### config.mk
export PLATFORM = sky130hd
export DESIGN_NAME = lcs_ctrl
export DESIGN_NICKNAME = d
export VERILOG_FILES = /design/src/sv/lcs_pkg.sv /design/src/sv/lcs_ctrl.sv
export SDC_FILE = /design/constraint.sdc
export NUM_CORES = 1
export LEC_CHECK = 0
export BUFFER_PORTS_ARGS = -buffer_cell sky130_fd_sc_hd__buf_2
export CORE_MARGIN = 1.5
export CORE_UTILIZATION = 39
export DETAILED_ROUTE_END_ITERATION = 8
export PLACE_DENSITY = 0.71
export SYNTH_ARGS = -nofsm -noshare
export SYNTH_HDL_FRONTEND = slang
export SYNTH_SLANG_ARGS = --single-unit
export TNS_END_PERCENT = 30
### constraint.sdc
create_clock -name clk -period 1.9 [get_ports clk]
set_clock_uncertainty 0.2 [all_clocks]
set_input_delay 0.095 -clock clk [delete_from_list [all_inputs] [get_ports clk]]
set_output_delay 0.095 -clock clk [all_outputs]
set_load 0.05 [all_outputs]
### src/sv/lcs_pkg.sv
// ----------------------------------------------------------------------------
// lcs_pkg: shared types and constants of the LCS length table
// Field widths, operation and status codes, default sizes, and the
// command and status bundles between the controller and the datapath.
// ----------------------------------------------------------------------------
package lcs_pkg;

	// Fixed widths of the item fields.
	localparam int unsigned OPCODE_W = 3;
	localparam int unsigned SYMBOL_W = 8;
	localparam int unsigned ROW_W    = 6;
	localparam int unsigned COL_W    = 7;
	localparam int unsigned LENGTH_W = 6;
	localparam int unsigned STATUS_W = 2;

	// Default sizes of the stores.
	localparam int unsigned DEF_MAX_SHORT   = 32;
	localparam int unsigned DEF_MAX_LONG    = 64;
	localparam int unsigned DEF_SYMBOL_BITS = 8;

	typedef enum logic [OPCODE_W-1:0] {
		OP_PUSH_SHORT = 3'd0,
		OP_PUSH_LONG  = 3'd1,
		OP_COMPUTE    = 3'd2,
		OP_QUERY      = 3'd3,
		OP_CLEAR      = 3'd4
	} lcs_op_t;

	typedef enum logic [STATUS_W-1:0] {
		STAT_OK           = 2'd0,
		STAT_OVERFLOW     = 2'd1,
		STAT_RANGE        = 2'd2,
		STAT_NOT_COMPUTED = 2'd3
	} lcs_status_t;

	// Source of the result fields when the output register loads.
	typedef enum logic [1:0] {
		KIND_ZERO  = 2'd0,
		KIND_CALC  = 2'd1,
		KIND_QUERY = 2'd2
	} lcs_kind_t;

	typedef struct packed {
		logic        push_short;
		logic        push_long;
		logic        clear;
		logic        row_init;
		logic        row_read;
		logic        row_next;
		logic        cell_issue;
		logic        query_read;
		logic        out_load;
		lcs_kind_t   out_kind;
		lcs_status_t out_status;
	} lcs_cmd_t;

	typedef struct packed {
		logic short_full;
		logic long_full;
		logic empty;
		logic q_in_range;
		logic row_last;
		logic col_last;
		logic out_free;
	} lcs_sts_t;

endpackage

### src/sv/lcs_ctrl.sv
// ----------------------------------------------------------------------------
// lcs_ctrl: controller of the LCS length table
// Decodes items, sequences the table fill row by row, and keeps the
// table-valid and overflow flags.
// ----------------------------------------------------------------------------
module lcs_ctrl (
	input  logic                          clk,
	input  logic                          arst_n,
	input  logic                          in_valid,
	output logic                          in_stall,
	input  logic [lcs_pkg::OPCODE_W-1:0]  opcode,
	output lcs_pkg::lcs_cmd_t             cmd,
	input  lcs_pkg::lcs_sts_t             sts
);
	import lcs_pkg::*;

	typedef enum logic [2:0] {
		ST_IDLE,
		ST_ROW,
		ST_CELL,
		ST_DRAIN,
		ST_OUT
	} state_t;

	state_t      state_q;
	logic        table_valid_q;
	logic        ovf_q;
	lcs_kind_t   kind_q;
	lcs_status_t qstat_q;

	logic        accept;
	lcs_op_t     op;
	lcs_status_t ok_stat;

	assign accept   = in_valid && (state_q == ST_IDLE);
	assign in_stall = (state_q != ST_IDLE);
	assign op       = lcs_op_t'(opcode);
	assign ok_stat  = ovf_q ? STAT_OVERFLOW : STAT_OK;

	always_comb begin
		cmd = '0;
		unique case (state_q)
			ST_IDLE: begin
				if (accept) begin
					unique case (op)
						OP_PUSH_SHORT: cmd.push_short = 1'b1;
						OP_PUSH_LONG:  cmd.push_long  = 1'b1;
						OP_COMPUTE:    cmd.row_init   = 1'b1;
						OP_QUERY:      cmd.query_read = 1'b1;
						OP_CLEAR:      cmd.clear      = 1'b1;
						default:       ;
					endcase
				end
			end
			ST_ROW: cmd.row_read = 1'b1;
			ST_CELL: begin
				cmd.cell_issue = 1'b1;
				cmd.row_next   = sts.col_last && !sts.row_last;
			end
			ST_DRAIN: ;
			ST_OUT: begin
				cmd.out_load   = sts.out_free;
				cmd.out_kind   = kind_q;
				cmd.out_status = qstat_q;
			end
			default: ;
		endcase
	end

	always_ff @(posedge clk or negedge arst_n) begin
		if (!arst_n) begin
			state_q       <= ST_IDLE;
			table_valid_q <= 1'b0;
			ovf_q         <= 1'b0;
			kind_q        <= KIND_ZERO;
			qstat_q       <= STAT_OK;
		end else begin
			unique case (state_q)
				ST_IDLE: begin
					if (accept) begin
						unique case (op)
							OP_PUSH_SHORT: begin
								table_valid_q <= 1'b0;
								if (sts.short_full) begin
									ovf_q <= 1'b1;
								end
							end
							OP_PUSH_LONG: begin
								table_valid_q <= 1'b0;
								if (sts.long_full) begin
									ovf_q <= 1'b1;
								end
							end
							OP_COMPUTE: begin
								table_valid_q <= 1'b1;
								qstat_q       <= ok_stat;
								if (sts.empty) begin
									kind_q  <= KIND_ZERO;
									state_q <= ST_OUT;
								end else begin
									kind_q  <= KIND_CALC;
									state_q <= ST_ROW;
								end
							end
							OP_QUERY: begin
								state_q <= ST_OUT;
								if (!table_valid_q) begin
									kind_q  <= KIND_ZERO;
									qstat_q <= STAT_NOT_COMPUTED;
								end else if (!sts.q_in_range) begin
									kind_q  <= KIND_ZERO;
									qstat_q <= STAT_RANGE;
								end else begin
									kind_q  <= KIND_QUERY;
									qstat_q <= ok_stat;
								end
							end
							OP_CLEAR: begin
								table_valid_q <= 1'b0;
								ovf_q         <= 1'b0;
							end
							default: ;
						endcase
					end
				end
				ST_ROW: state_q <= ST_CELL;
				ST_CELL: begin
					if (sts.col_last) begin
						state_q <= sts.row_last ? ST_DRAIN : ST_ROW;
					end
				end
				ST_DRAIN: state_q <= ST_OUT;
				ST_OUT: begin
					if (sts.out_free) begin
						state_q <= ST_IDLE;
					end
				end
				default: state_q <= ST_IDLE;
			endcase
		end
	end

`ifndef NO_ASSERTIONS
	a_load_free: assert property (@(posedge clk) disable iff (!arst_n)
		cmd.out_load |-> sts.out_free) else $error("output loaded while occupied");
	a_fill_nonempty: assert property (@(posedge clk) disable iff (!arst_n)
		cmd.cell_issue |-> !sts.empty) else $error("table fill with an empty string");
	a_row_step: assert property (@(posedge clk) disable iff (!arst_n)
		cmd.row_next |-> !sts.row_last) else $error("row advanced past the last row");
`endif

endmodule

== Yosys cells after proc, flatten, opt, wreduce, memory -nomap -nowiden ==
Cells that the tools add are included.

* Reductions and logical operators: 14
* Multiplexer cells: 31
* Eq/ne operators: 14

{| class="wikitable"
|+ Operators with widths
! cell !! number
|-
| $pmux W3 S5 || 1
|-
| $eq A3 B2 Y1 const B || 4
|-
| $mux W1 || 12
|-
| $mux W2 || 6
|-
| $mux W3 || 4
|-
| $ne A2 B2 Y1 const B || 5
|-
| $mux W4 || 2
|-
| $pmux W2 S2 || 2
|-
| $eq A3 B1 Y1 const B || 2
|-
| $eq A3 B3 Y1 const B || 2
|-
| $logic_not A3 Y1 || 2
|-
| $pmux W3 S2 || 1
|-
| $reduce_and A3 Y1 || 2
|-
| $reduce_bool A3 Y1 || 2
|-
| $mux W5 || 1
|-
| $reduce_and A5 Y1 || 1
|-
| $reduce_and A4 Y1 || 1
|-
| $reduce_bool A2 Y1 || 2
|-
| $ne A3 B1 Y1 const B || 1
|-
| $pmux W1 S3 || 1
|-
| $reduce_or A3 Y1 || 1
|-
| $logic_and A1 B1 Y1 || 2
|-
| $pmux W1 S2 || 1
|-
| $logic_not A1 Y1 || 1
|}

* Bits in registers: 9
* Logic and storage cells: 64
* Input bits: 13
* Output and inout bits: 14

== Logic depth before layout (Yosys ltp) ==
* Depth after elaboration: 4
* Gate-level depth with buffers: 6
* Mapped depth without buffers: 3

== Worst setup path before layout ==
Ideal clock, no wire load.

* Kind: register to output
* Start: register state_q[1]
* End: output port cmd[10] (netlist name)
* Setup slack: -1.143 ns
* Cell stages (with the launch flop): 5
* Arrival: 2.748 ns
* Buffers on the path: 2
* Required time: 1.605 ns
* Path through: dfrtp_1 -> buf_6 -> or4b_1 -> buf_2 -> nor4b_1

{| class="wikitable"
|+ RTL lines
! what !! line !! source
|-
| from (decl) || lcs_ctrl.sv:25 || <nowiki>state_t state_q;</nowiki>
|-
| from (signal assigned) || lcs_ctrl.sv:129 || <nowiki>state_q <= sts.row_last ? ST_DRAIN : ST_ROW;</nowiki>
|-
| to (decl) || lcs_ctrl.sv:12 || <nowiki>output lcs_pkg::lcs_cmd_t cmd,</nowiki>
|}

==> results by group <==
Layout
  – Footprint of the multi-input gates: 392 µm²
  – Area occupied by registers: 225 µm²
  – Diode count: 0
  – Syn-to-layout area delta: 72.8%
  – Non-filler instance count after layout: 118
  – Filler cell count: 92
  – Layout cells sized above 1: 0.495
  – Most frequent cells in the layout: 16 x buf_2, 12 x buf_4, 9 x dfrtp_1
  – Commonest non-fill, non-tap cell in the layout: buf_2
  – Nets: 117

Worst setup path
  – Critical path's slowest cell: or4b_4
  – CP peak stage delay: 0.57 ns
  – Setup Crit Path Kind: register to output port
  – Crit start category: register
  – Worst Path Required: 1.60 ns
  – Arrival time worst endpoint: 1.79 ns
  – CP delay by family, top: simple AND/OR/NAND/NOR gates
  – CP cell instances: or4b_4 > buf_8 > nor4b_4 > buf_6
  – Crit-path max FO: 5
  – Reg2reg setup slack: -0.09 ns
  – Buffers plus inverters on the worst setup path: 2
  – Critical Path End Type: output port

Timing
  – Fmax: 0.481 GHz
  – Period utilization: 1.09
  – Relative max-transition margin: 0.788
  – Max Slew Vio Count: 0
  – Final worst slack: -0.180 ns
  – Final setup fails: 10
  – Slew @ Worst Pin: 0.318 ns
  – RSZ-0062 raised after global routing: yes
  – Endpoints failing hold: 0
  – Min Clock Period, post-route: 2.08 ns

Placement
  – Placed cells: 104
  – Routability cong.: 0.747
  – Port Buf Inserts: 26
  – Detailed placer's ending HPWL: 1030 µm
  – Setup Slack @ Placement: -0.0495 ns

Pwr
  – Max rail drop VDD: 0.665 mV
  – Leak: 0.486 nW
  – Pwr per Cell Area: 1110 nW/µm²

Floorplanning
  – Cell row count: 13
  – Die Span Y: 41.5 µm
  – Core footprint: 1350 µm²
  – Starting Density: 0.429
  – IO Count: 27
  – Die Wd: 41.5 µm
  – Full die area: 1730 µm²

Logic synthesis
  – Synthesis Warnings: 0
  – Yosys reg bits: 9
  – Post-Synthesis Cells: 61
  – Mapped Avg Cell Area: 9.50 µm²
  – Register area share after synthesis: 0.389
  – Synth Net Count: 74
  – Post-Syn Area: 579 µm²
  – Post-synth cell types: 28

Clock tree
  – Cts bufs inserted: 3
  – Htree depth: 1
  – CTS Buffer Depth: 2
  – # clock sinks: 9
  – CTS clk-pin slew, worst paths: 0.06 ns
  – CTS tree: yes
  – Latest clock arrival within the worst-skew pair: 0.26 ns
  – Clk root buf: clkbuf_4

Job
  – Max_cap viols: 0

Route
  – Initial DRC Count: 5
  – First drt pass iteration count: 4
  – Total wire length: 1620 µm
  – Drt drc: 0
  – Routed via count: 602
  – Via density per instance: 5.10
  – DR WL/cell: 13.7 µm
  – Antenna violation net count after detailed routing: 0

Outcome
  – Status: finished, violations left
  – Failing checks: negative setup slack

Global route
  – Largest net degree at the start of global routing: 13
  – Tot GR Track Use: 0.199
  – Overflow left after global routing: 0
  – Via count of the first global-routing pass: 585
  – First-pass GRT wire length: 2720 µm
  – Antenna violations before repair: 0

Worst hold path
  – Min-Delay Path Class: input port to async pin
synth_stat cells, drive strengths merged:
master,instances,share of area
nor4b,1,0.015
and2,5,0.054
o21ai,4,0.035
inv,3,0.019
and3b,1,0.015
or3,1,0.011
or4b,1,0.017
nor3b,3,0.039
nor2,3,0.019
a22oi,2,0.026
nor3,1,0.0086
nor4,3,0.032
dfrtp,9,0.39
o221ai,2,0.030
a2bb2oi,1,0.015
mux2i,1,0.017
nand2b,4,0.043
a21oi,3,0.026
o31ai,1,0.013
clkbuf,1,0.0065
mux2,2,0.052
or2,1,0.011
nor4bb,1,0.017
nand2,1,0.0065
nand3b,2,0.026
nand3,1,0.0086
buf,3,0.048
metrics by stage:
step,hold slack (ns),power [mW],utilization,cell area (µm²),setup TNS [ns]
after global routing,0.0377,1.17,0.741,1000,-1.34
after detailed placement,-0.245,0.847,0.598,807,-0.287
final,0.0187,1.11,0.741,1000,-1.00
after global placement,-0.245,0.836,0.598,807,-0.0684
after floorplan,-0.401,0.727,-,651,-1.19
after CTS,0.00905,1.07,0.715,965,-0.797
repair_timing:
item | CTS | global route
endpoints found under the setup margin | 10 | 12
setup buffers | 3 | 1
resized for setup | 17 | 16
hold endpoints to repair | 14 | 0
hold buffers | 6 | 0
pin swaps | 4 | 3
where the power goes:
| part | switching, mW | total (mW) | internal (mW) | leakage, nW |
|---|---|---|---|---|
| Sequential | 0.0423 | 0.304 | 0.262 | 0.117 |
| Combinational | 0.375 | 0.654 | 0.279 | 0.354 |
| Clock | 0.0696 | 0.151 | 0.0811 | 0.0150 |
per-layer routing:
metal	track usage	share of wire	wire, µm
met1	0.277	0.47	761
met2	0.309	0.49	795
met3	0.0130	0.030	48
met4	0.103	0.0074	12
met5	0	0	0
area by class of cell:
class                           instances  area share
Clock buffer                            4      0.0263
Inverter                                3      0.0113
Multi-Input combinational cell         45       0.391
Sequential cell                         9       0.225
Tap cell                               15      0.0188
Timing Repair Buffer                   42       0.327
path summary, 6_finish.rpt:
check,from,depth (start not counted),to
max,state_q[1],4,cmd[10]
min in group clk,sts[2],4,state_q[1]
min,arst_n,2,qstat_q[0]
min reg2reg,qstat_q[0],2,qstat_q[0]
max in group asynchronous,arst_n,2,ovf_q
max reg2reg,state_q[1],4,qstat_q[1]
sequential cells by signal, indices dropped and copies added, names as in the netlist:
| register | cells |
|---|---|
| state_q | 3 |
| kind_q | 2 |
| qstat_q | 2 |
| ovf_q | 1 |
| table_valid_q | 1 |
kinds of logic after synthesis:
group | share of synthesized area
compound gates | 0.145
buf+inv | 0.0734
flops | 0.389
mux | 0.0691
simple gates | 0.324
(Power assumes the default switching activity.)
